$ cat src/rtl/core/rtcdit_pkg.sv
// Shared types and constants for the real-time counter alarm table.
// Used by rtcdit_cmp and rtc_deadline_interrupt_table; no dependencies.
`default_nettype none

package rtcdit_pkg;

   localparam int NUM_SLOTS    = 8;
   localparam int MAX_RESULTS  = 8;
   localparam int IDX_W        = (NUM_SLOTS > 1) ? $clog2(NUM_SLOTS) : 1;
   localparam int ROUND_W      = (MAX_RESULTS > 1) ? $clog2(MAX_RESULTS) : 1;
   localparam int CNT_W        = 64;
   localparam int SLOT_W       = 3;
   localparam int LINE_W       = 8;
   localparam int VALUE_W      = 32;
   localparam int OFFSET_W     = 32;
   localparam logic [OFFSET_W-1:0] OFFSET_RESET = 32'd300000;

   typedef enum logic [1:0] {
      FUNC_TICK   = 2'd0,
      FUNC_SET    = 2'd1,
      FUNC_CANCEL = 2'd2,
      FUNC_READ   = 2'd3
   } func_type;

   typedef enum logic [1:0] {
      KIND_FIRE   = 2'd0,
      KIND_CANCEL = 2'd1,
      KIND_READ   = 2'd2
   } kind_type;

   typedef enum logic [1:0] {
      ST_IDLE,
      ST_SCAN,
      ST_EMIT,
      ST_RESP
   } state_type;

   typedef struct packed {
      logic due;
      logic take;
   } cmp_res_type;

endpackage

`default_nettype wire

$ cat src/rtl/core/rtc_deadline_interrupt_table.sv
// Real-time counter with NUM_SLOTS alarm slots, sequenced over one compare unit.
// Depends on rtcdit_pkg and rtcdit_cmp.
//
// Usage:
//   Requests enter on req_* (valid/stall); a request is taken when req_valid is
//   high and req_stall low. Results leave on rsp_* through one output register;
//   rsp_last marks the final result of a request.
//   Set: no result. Cancel and read: one result.
//   Tick: bumps the counter, then runs up to MAX_RESULTS rounds. Each round
//   walks the slots one per cycle through the compare unit, then loads the
//   earliest due alarm into the output register once it is free; a tick
//   with nothing due gives no result. The compare unit sets the scan rate.
//   A new request is taken as soon as the sequencer is idle, even while the
//   last result still waits in the output register.
//   When rsp_stall is high the output register holds and the sequencer waits
//   before loading the next result.
//   csr_wr_en writes deadline_offset at once; write it only while idle.
//   Reset clears the counter, all armed flags and restores deadline_offset.
`default_nettype none

module rtc_deadline_interrupt_table
   import rtcdit_pkg::*;
(
   input  wire logic                clock,
   input  wire logic                reset,

   input  wire logic                req_valid,
   output logic                     req_stall,
   input  wire logic [1:0]          req_func,
   input  wire logic [SLOT_W-1:0]   req_slot,
   input  wire logic [CNT_W-1:0]    req_deadline,
   input  wire logic [LINE_W-1:0]   req_irq_line,
   input  wire logic [VALUE_W-1:0]  req_irq_value,

   output logic                     rsp_valid,
   input  wire logic                rsp_stall,
   output logic [1:0]               rsp_kind,
   output logic [SLOT_W-1:0]        rsp_fired_slot,
   output logic [LINE_W-1:0]        rsp_fired_line,
   output logic [VALUE_W-1:0]       rsp_fired_value,
   output logic                     rsp_was_armed,
   output logic [CNT_W-1:0]         rsp_counter_now,
   output logic                     rsp_last,

   input  wire logic                csr_wr_en,
   input  wire logic [OFFSET_W-1:0] csr_wr_data
);

   state_type               state_ff, state_in;
   logic [CNT_W-1:0]        counter_ff, counter_in;
   logic [NUM_SLOTS-1:0]    armed_ff, armed_in;
   logic [OFFSET_W-1:0]     offset_ff;

   logic [CNT_W-1:0]        dl_ff    [NUM_SLOTS];
   logic [LINE_W-1:0]       line_ff  [NUM_SLOTS];
   logic [VALUE_W-1:0]      value_ff [NUM_SLOTS];

   logic [IDX_W-1:0]        idx_ff, idx_in;
   logic [ROUND_W-1:0]      round_ff, round_in;
   logic                    have_ff, have_in;
   logic                    multi_ff, multi_in;
   logic [IDX_W-1:0]        best_ff, best_in;
   logic [CNT_W-1:0]        best_dl_ff, best_dl_in;
   logic [LINE_W-1:0]       best_line_ff, best_line_in;
   logic [VALUE_W-1:0]      best_value_ff, best_value_in;

   kind_type                op_kind_ff, op_kind_in;
   logic [SLOT_W-1:0]       op_slot_ff, op_slot_in;
   logic                    op_was_ff, op_was_in;

   logic                    rsp_valid_ff, rsp_valid_in;
   kind_type                rsp_kind_ff;
   logic [SLOT_W-1:0]       rsp_slot_ff;
   logic [LINE_W-1:0]       rsp_line_ff;
   logic [VALUE_W-1:0]      rsp_value_ff;
   logic                    rsp_was_ff;
   logic [CNT_W-1:0]        rsp_cnt_ff;
   logic                    rsp_last_ff;

   logic                    ld;
   kind_type                ld_kind;
   logic [SLOT_W-1:0]       ld_slot;
   logic [LINE_W-1:0]       ld_line;
   logic [VALUE_W-1:0]      ld_value;
   logic                    ld_was;
   logic                    ld_last;

   logic                    req_acc;
   logic                    out_free;
   logic                    slot_ok;
   logic [IDX_W-1:0]        req_idx;
   logic [CNT_W:0]          dl_sum;
   logic [CNT_W-1:0]        dl_sat;
   logic                    fire_last;
   cmp_res_type             cmp;

   assign req_stall = (state_ff != ST_IDLE);
   assign req_acc   = req_valid && !req_stall;
   assign out_free  = !rsp_valid_ff || !rsp_stall;
   assign slot_ok   = (int'(req_slot) < NUM_SLOTS);
   assign req_idx   = req_slot[IDX_W-1:0];
   assign dl_sum    = {1'b0, req_deadline} + {{(CNT_W+1-OFFSET_W){1'b0}}, offset_ff};
   assign dl_sat    = dl_sum[CNT_W] ? {CNT_W{1'b1}} : dl_sum[CNT_W-1:0];
   assign fire_last = !multi_ff || (round_ff == ROUND_W'(MAX_RESULTS - 1));

   rtcdit_cmp u_cmp (
      .cand_armed    (armed_ff[idx_ff]),
      .cand_deadline (dl_ff[idx_ff]),
      .counter_now   (counter_ff),
      .have_best     (have_ff),
      .best_deadline (best_dl_ff),
      .res           (cmp)
   );

   always_comb begin
      state_in      = state_ff;
      counter_in    = counter_ff;
      armed_in      = armed_ff;
      idx_in        = idx_ff;
      round_in      = round_ff;
      have_in       = have_ff;
      multi_in      = multi_ff;
      best_in       = best_ff;
      best_dl_in    = best_dl_ff;
      best_line_in  = best_line_ff;
      best_value_in = best_value_ff;
      op_kind_in    = op_kind_ff;
      op_slot_in    = op_slot_ff;
      op_was_in     = op_was_ff;
      ld            = 1'b0;
      ld_kind       = op_kind_ff;
      ld_slot       = op_slot_ff;
      ld_line       = '0;
      ld_value      = '0;
      ld_was        = op_was_ff;
      ld_last       = 1'b1;

      unique case (state_ff)
         ST_IDLE: begin
            if (req_acc) begin
               unique case (func_type'(req_func))
                  FUNC_TICK: begin
                     counter_in = counter_ff + 1'b1;
                     idx_in     = '0;
                     round_in   = '0;
                     have_in    = 1'b0;
                     multi_in   = 1'b0;
                     state_in   = ST_SCAN;
                  end
                  FUNC_SET: begin
                     if (slot_ok) begin
                        armed_in[req_idx] = 1'b1;
                     end
                  end
                  FUNC_CANCEL: begin
                     op_kind_in = KIND_CANCEL;
                     op_slot_in = req_slot;
                     op_was_in  = slot_ok && armed_ff[req_idx];
                     if (slot_ok) begin
                        armed_in[req_idx] = 1'b0;
                     end
                     state_in = ST_RESP;
                  end
                  FUNC_READ: begin
                     op_kind_in = KIND_READ;
                     op_slot_in = '0;
                     op_was_in  = 1'b0;
                     state_in   = ST_RESP;
                  end
                  default: state_in = ST_IDLE;
               endcase
            end
         end
         ST_SCAN: begin
            if (cmp.due && have_ff) begin
               multi_in = 1'b1;
            end
            if (cmp.take) begin
               have_in       = 1'b1;
               best_in       = idx_ff;
               best_dl_in    = dl_ff[idx_ff];
               best_line_in  = line_ff[idx_ff];
               best_value_in = value_ff[idx_ff];
            end
            if (idx_ff == IDX_W'(NUM_SLOTS - 1)) begin
               state_in = have_in ? ST_EMIT : ST_IDLE;
            end else begin
               idx_in = idx_ff + 1'b1;
            end
         end
         ST_EMIT: begin
            if (out_free) begin
               ld                = 1'b1;
               ld_kind           = KIND_FIRE;
               ld_slot           = SLOT_W'(best_ff);
               ld_line           = best_line_ff;
               ld_value          = best_value_ff;
               ld_was            = 1'b0;
               ld_last           = fire_last;
               armed_in[best_ff] = 1'b0;
               if (fire_last) begin
                  state_in = ST_IDLE;
               end else begin
                  round_in = round_ff + 1'b1;
                  idx_in   = '0;
                  have_in  = 1'b0;
                  multi_in = 1'b0;
                  state_in = ST_SCAN;
               end
            end
         end
         ST_RESP: begin
            if (out_free) begin
               ld       = 1'b1;
               state_in = ST_IDLE;
            end
         end
         default: state_in = ST_IDLE;
      endcase

      if (ld) begin
         rsp_valid_in = 1'b1;
      end else if (!rsp_stall) begin
         rsp_valid_in = 1'b0;
      end else begin
         rsp_valid_in = rsp_valid_ff;
      end
   end

   always_ff @(posedge clock) begin
      if (reset) begin
         state_ff     <= ST_IDLE;
         counter_ff   <= '0;
         armed_ff     <= '0;
         offset_ff    <= OFFSET_RESET;
         rsp_valid_ff <= 1'b0;
      end else begin
         state_ff     <= state_in;
         counter_ff   <= counter_in;
         armed_ff     <= armed_in;
         rsp_valid_ff <= rsp_valid_in;
         if (csr_wr_en) begin
            offset_ff <= csr_wr_data;
         end
      end
   end

   always_ff @(posedge clock) begin
      idx_ff        <= idx_in;
      round_ff      <= round_in;
      have_ff       <= have_in;
      multi_ff      <= multi_in;
      best_ff       <= best_in;
      best_dl_ff    <= best_dl_in;
      best_line_ff  <= best_line_in;
      best_value_ff <= best_value_in;
      op_kind_ff    <= op_kind_in;
      op_slot_ff    <= op_slot_in;
      op_was_ff     <= op_was_in;
      if (req_acc && (func_type'(req_func) == FUNC_SET) && slot_ok) begin
         dl_ff[req_idx]    <= dl_sat;
         line_ff[req_idx]  <= req_irq_line;
         value_ff[req_idx] <= req_irq_value;
      end
      if (ld) begin
         rsp_kind_ff  <= ld_kind;
         rsp_slot_ff  <= ld_slot;
         rsp_line_ff  <= ld_line;
         rsp_value_ff <= ld_value;
         rsp_was_ff   <= ld_was;
         rsp_cnt_ff   <= counter_ff;
         rsp_last_ff  <= ld_last;
      end
   end

   assign rsp_valid       = rsp_valid_ff;
   assign rsp_kind        = rsp_kind_ff;
   assign rsp_fired_slot  = rsp_slot_ff;
   assign rsp_fired_line  = rsp_line_ff;
   assign rsp_fired_value = rsp_value_ff;
   assign rsp_was_armed   = rsp_was_ff;
   assign rsp_counter_now = rsp_cnt_ff;
   assign rsp_last        = rsp_last_ff;

   a_emit_armed: assert property (@(posedge clock) disable iff (reset)
      (state_ff == ST_EMIT) |-> armed_ff[best_ff])
      else $error("emitting slot is not armed");

   a_emit_due: assert property (@(posedge clock) disable iff (reset)
      (state_ff == ST_EMIT) |-> (best_dl_ff <= counter_ff))
      else $error("emitting slot deadline is beyond the counter");

   a_tick_count: assert property (@(posedge clock) disable iff (reset)
      (req_acc && (func_type'(req_func) == FUNC_TICK))
      |=> (counter_ff == $past(counter_ff) + 1'b1))
      else $error("tick did not advance the counter");

   a_single_last: assert property (@(posedge clock) disable iff (reset)
      (rsp_valid && (kind_type'(rsp_kind) != KIND_FIRE)) |-> rsp_last)
      else $error("cancel or read answer without last");

endmodule

`default_nettype wire

$ cat src/rtl/core/rtcdit_cmp.sv
// Shared deadline compare unit: checks one slot against the counter and the
// best candidate so far. Depends on rtcdit_pkg.
`default_nettype none

module rtcdit_cmp
   import rtcdit_pkg::*;
(
   input  wire logic             cand_armed,
   input  wire logic [CNT_W-1:0] cand_deadline,
   input  wire logic [CNT_W-1:0] counter_now,
   input  wire logic             have_best,
   input  wire logic [CNT_W-1:0] best_deadline,
   output cmp_res_type           res
);

   always_comb begin
      res.due  = cand_armed && (cand_deadline <= counter_now);
      res.take = res.due && (!have_best || (cand_deadline < best_deadline));
   end

endmodule

`default_nettype wire
$ cat config.mk
export PLATFORM = sky130hd
export DESIGN_NAME = rtc_deadline_interrupt_table
export DESIGN_NICKNAME = d
export VERILOG_FILES = /design/src/rtl/core/rtcdit_pkg.sv /design/src/rtl/core/rtc_deadline_interrupt_table.sv /design/src/rtl/core/rtcdit_cmp.sv
export SDC_FILE = /design/constraint.sdc
export NUM_CORES = 1
export LEC_CHECK = 0
export BUFFER_PORTS_ARGS = -buffer_cell sky130_fd_sc_hd__buf_2
export CAP_MARGIN = 20
export CORE_MARGIN = 1
export CORE_UTILIZATION = 40
export DETAILED_ROUTE_END_ITERATION = 16
export REMOVE_ABC_BUFFERS = 1
export SYNTH_ARGS = -nofsm -noshare
export SYNTH_HDL_FRONTEND = slang
export SYNTH_SLANG_ARGS = --single-unit
$ cat constraint.sdc
create_clock -name clock -period 13.3 [get_ports clock]
set_clock_uncertainty 0.15 [all_clocks]
set_input_delay 3.325 -clock clock [delete_from_list [all_inputs] [get_ports clock]]
set_output_delay 3.325 -clock clock [all_outputs]
set_load 0.02 [all_outputs]
==> qor.yml <==
drc: 0
multiInputGateArea_sq_um: 14360
initial_core_util: 0.4043
fin_area_sq_um: 56870
total_power_uw: 10700
hold_violations: 0
synth-compound-area-share: 0.04118
avgSynthCellArea_sq_um: 16.90
cts.path.max_buffers: 3
regArea_sq_um: 34160
fin_nets: 3557
antenna_found_initial: 25
synth_warnings: 0
powerDensity_nw_per_um2: 188.1
cellLeakagePower_uw: 0.01944
die_width_um: 353.5
ant_nets: 0
grt_max_degree: 105
synth-xor-area-share: 0.01649
die-area_sq_um: 124900
post_cts_buffers: 0
period_minus_slack_ps: 7331
ys.flop_type: "edfxtp_1"
cts_num_sinks: 1174
criticalPathCategory: "reg -> reg"
io_buffer_count: 258
die_height_um: 353.5
dp_hpwl_um: 72050
pin_count: 259
via_count: 26658
holdPathStages: 0
fmax_mhz: 136.4
rows: 128
drt-total-wl_um: 116600
cp.arrival_ps: 7530
endpoint_kind: "flop"
cts_root_buffer: "clkbuf_16"
wl_per_cell_um: 23.44
worstHoldStart: "counter_ff[46]"
cp-start-kind: "flop"
required_ps: 13500
synth_top_family_by_area: "multiplexers"
rrSetupSlack_ps: 5970
placed_cell_area_sq_um: 52690
rr_worst_depth: 14
cts_max_level: 4
hold_path.class: "reg -> reg"
maxSlewHeadroom: 0.2715
drv_slew: 0
synth.mux.area_fraction: 0.1292
dr.first_iter.drc_count: 1719
track_usage: 0.1873
maxCapViolations: 0
vdd.ir_drop.worst_v: 0.0001948
path_clk_slew_ps: 60
synth_cell_type_count: 83
post-route-period-util: 0.5512
synthArstFlopShare: 0
clk_latency_ps: 730
tightest_slew_ps: 1093
routabilityCongestion: 0.8147
fillers: 10488
synth_top_area_frac: 0.6467
grt-ovfl-total: 0
hold_end: "rsp_counter_now[46]"
ctsHoldBuffers: 0
grt_pass1_vias: 27149
core_sq_um: 122200
grt_pass1_wl_um: 174500
setup_viol: 0
cp_max_fo: 66
synth-simple-area-share: 0.06030
synth_cells: 2923
drive_gt1_frac: 0.2546
rsz0062_at_grt: "no"
timing.rr.end: "best_value_ff[6]"
yosysSeqAreaShare: 0.6912
numCtsBuffers: 131
syn2layout_area_growth_pct: 15.10
cts_tree: "yes"
status: "finished clean"
synth_adder_area_share: 0.04194
cts_resized: 0
dr.pass1.iters: 5
timing.hold.ws_ps: 307.9
synth_edf_count: 1064
synth.largest_area_cell: "edfxtp_1"
yosys_register_bits: 1174
synth_area_leaders: "edfxtp_1 65%, mux4_2 9.6%, dfxtp_1 4.5%"
synth_area_sq_um: 49410
avgViaCountPerCell: 5.362
-- worst max-delay path by stage --
stage,slack (ps),cells past startpoint,to,start
floorplan,-3270,11,best_dl_ff[0],flop
global placement,5490,6,line_ff[6][5],req_valid
detailed placement,5430,6,dl_ff[6][11],req_valid
CTS,5870,14,best_value_ff[6],flop
global route,5500,14,best_value_ff[6],flop
finish,5970,14,best_value_ff[6],flop
-- synthesized netlist by cell type, types with 24 or more instances --
library cell  count
o21ai_0          52
nand4_1          42
a21oi_1          95
ha_1            164
nor2b_1          24
mux4_2          210
xnor2_1          81
dfxtp_1         110
a21o_1           33
mux2i_1          28
clkbuf_1         66
nand2_1         122
nor2_1          147
edfxtp_1       1064
mux2_2          121
nand3_1          48
a211oi_1         27
and2_1           61
inv_1           152
-- state kept, by name (all words and copies together), names as in the netlist, 2 cells and up, named ones only --
register         count
rsp_counter_now     64
best_value_ff       32
dl_ff              512
round_ff             3
offset_ff           32
value_ff           256
line_ff             64
idx_ff               3
rsp_fired_value     32
rsp_fired_line       8
op_slot_ff           3
state_ff             2
counter_ff          64
best_ff              3
op_kind_ff           2
best_dl_ff          64
best_line_ff         8
rsp_fired_slot       3
rsp_kind             2
-- cell type report --
class / count / share of cell area
Clock inverter: 66 / 0.009879
Tap cell: 1625 / 0.03575
Multi-Input combinational cell: 1498 / 0.2526
Sequential cell: 1174 / 0.6007
Clock buffer: 163 / 0.06235
Inverter: 152 / 0.01012
Timing Repair Buffer: 289 / 0.02838
Antenna cell: 5 / 0.0002200
-- logic make-up (layout without fill, tap and decap cells) --
kind of cell | after synthesis | in the layout
other cells | 0 | 5
buf+inv | 251 | 670
flops | 1174 | 1174
simple gates | 573 | 573
xor+xnor | 93 | 93
fa+ha+maj | 165 | 165
mux | 360 | 360
compound gates | 307 | 307
-- layer usage --
layer,vias up,global-route usage,part of all wire
met2,680,0.3024,0.48
li1,12153,-,-
met1,13587,0.2516,0.44
met5,-,0,0.0018
met3,202,0.04412,0.062
met4,36,0.05697,0.023
-- power by group --
| part | internal [uW] | leakage [uW] | switching (uW) |
|---|---|---|---|
| logic | 1220 | 0.00690 | 1500 |
| clock network | 2010 | 0.00201 | 1450 |
| registers | 4350 | 0.0105 | 163 |
| total | 7590 | 0.0194 | 3110 |
-- metrics by stage --
step | worst slack, ps | util | instances | setup TNS [ps]
2_1_floorplan | -3266 | - | 2824 | -349430
3_3_place_gp | 5488 | 0.4312 | 4735 | 0
3_5_place_dp | 5434 | 0.4312 | 4735 | 0
4_1_cts | 5868 | 0.4648 | 4964 | 0
5_1_grt | 5498 | 0.4654 | 4971 | 0
6_report | 5969 | 0.4654 | 4972 | 0
-- placed cells by master (no fill, tap or decap), types with 12 or more instances in the layout --
master and n:
nor4_1 12, o21ai_0 52, and2_1 61, clkinv_2 21, mux4_2 210, nand2b_1 13
a211o_1 13, a211oi_1 26, nand3_1 48, dfxtp_1 107, xnor2_1 81, clkbuf_16 137
or3_1 12, edfxtp_1 1064, nor2_1 139, xor2_1 12, nor3_1 22, buf_4 25
and3_1 14, ha_1 164, and4_1 22, buf_2 257, nor2b_1 23, mux2i_1 28
inv_1 151, a21oi_1 95, nand2_1 122, mux2_2 121, clkinv_1 20, nand4_1 42
a21o_1 33, clkbuf_1 24
-- critical path: stages, from the launching register on --
cell and delay [ps]:
dfxtp_4 1030, buf_4 850, mux4_2 410, mux2_2 340, ha_1 320, a21oi_1 140
o21ai_0 150, a221oi_1 420, o211ai_1 150, a311oi_1 360, nor4b_1 350, o31ai_1 240
a211oi_4 330, buf_4 790, buf_4 740
Note: power is estimated with default switching activity, not from simulation.
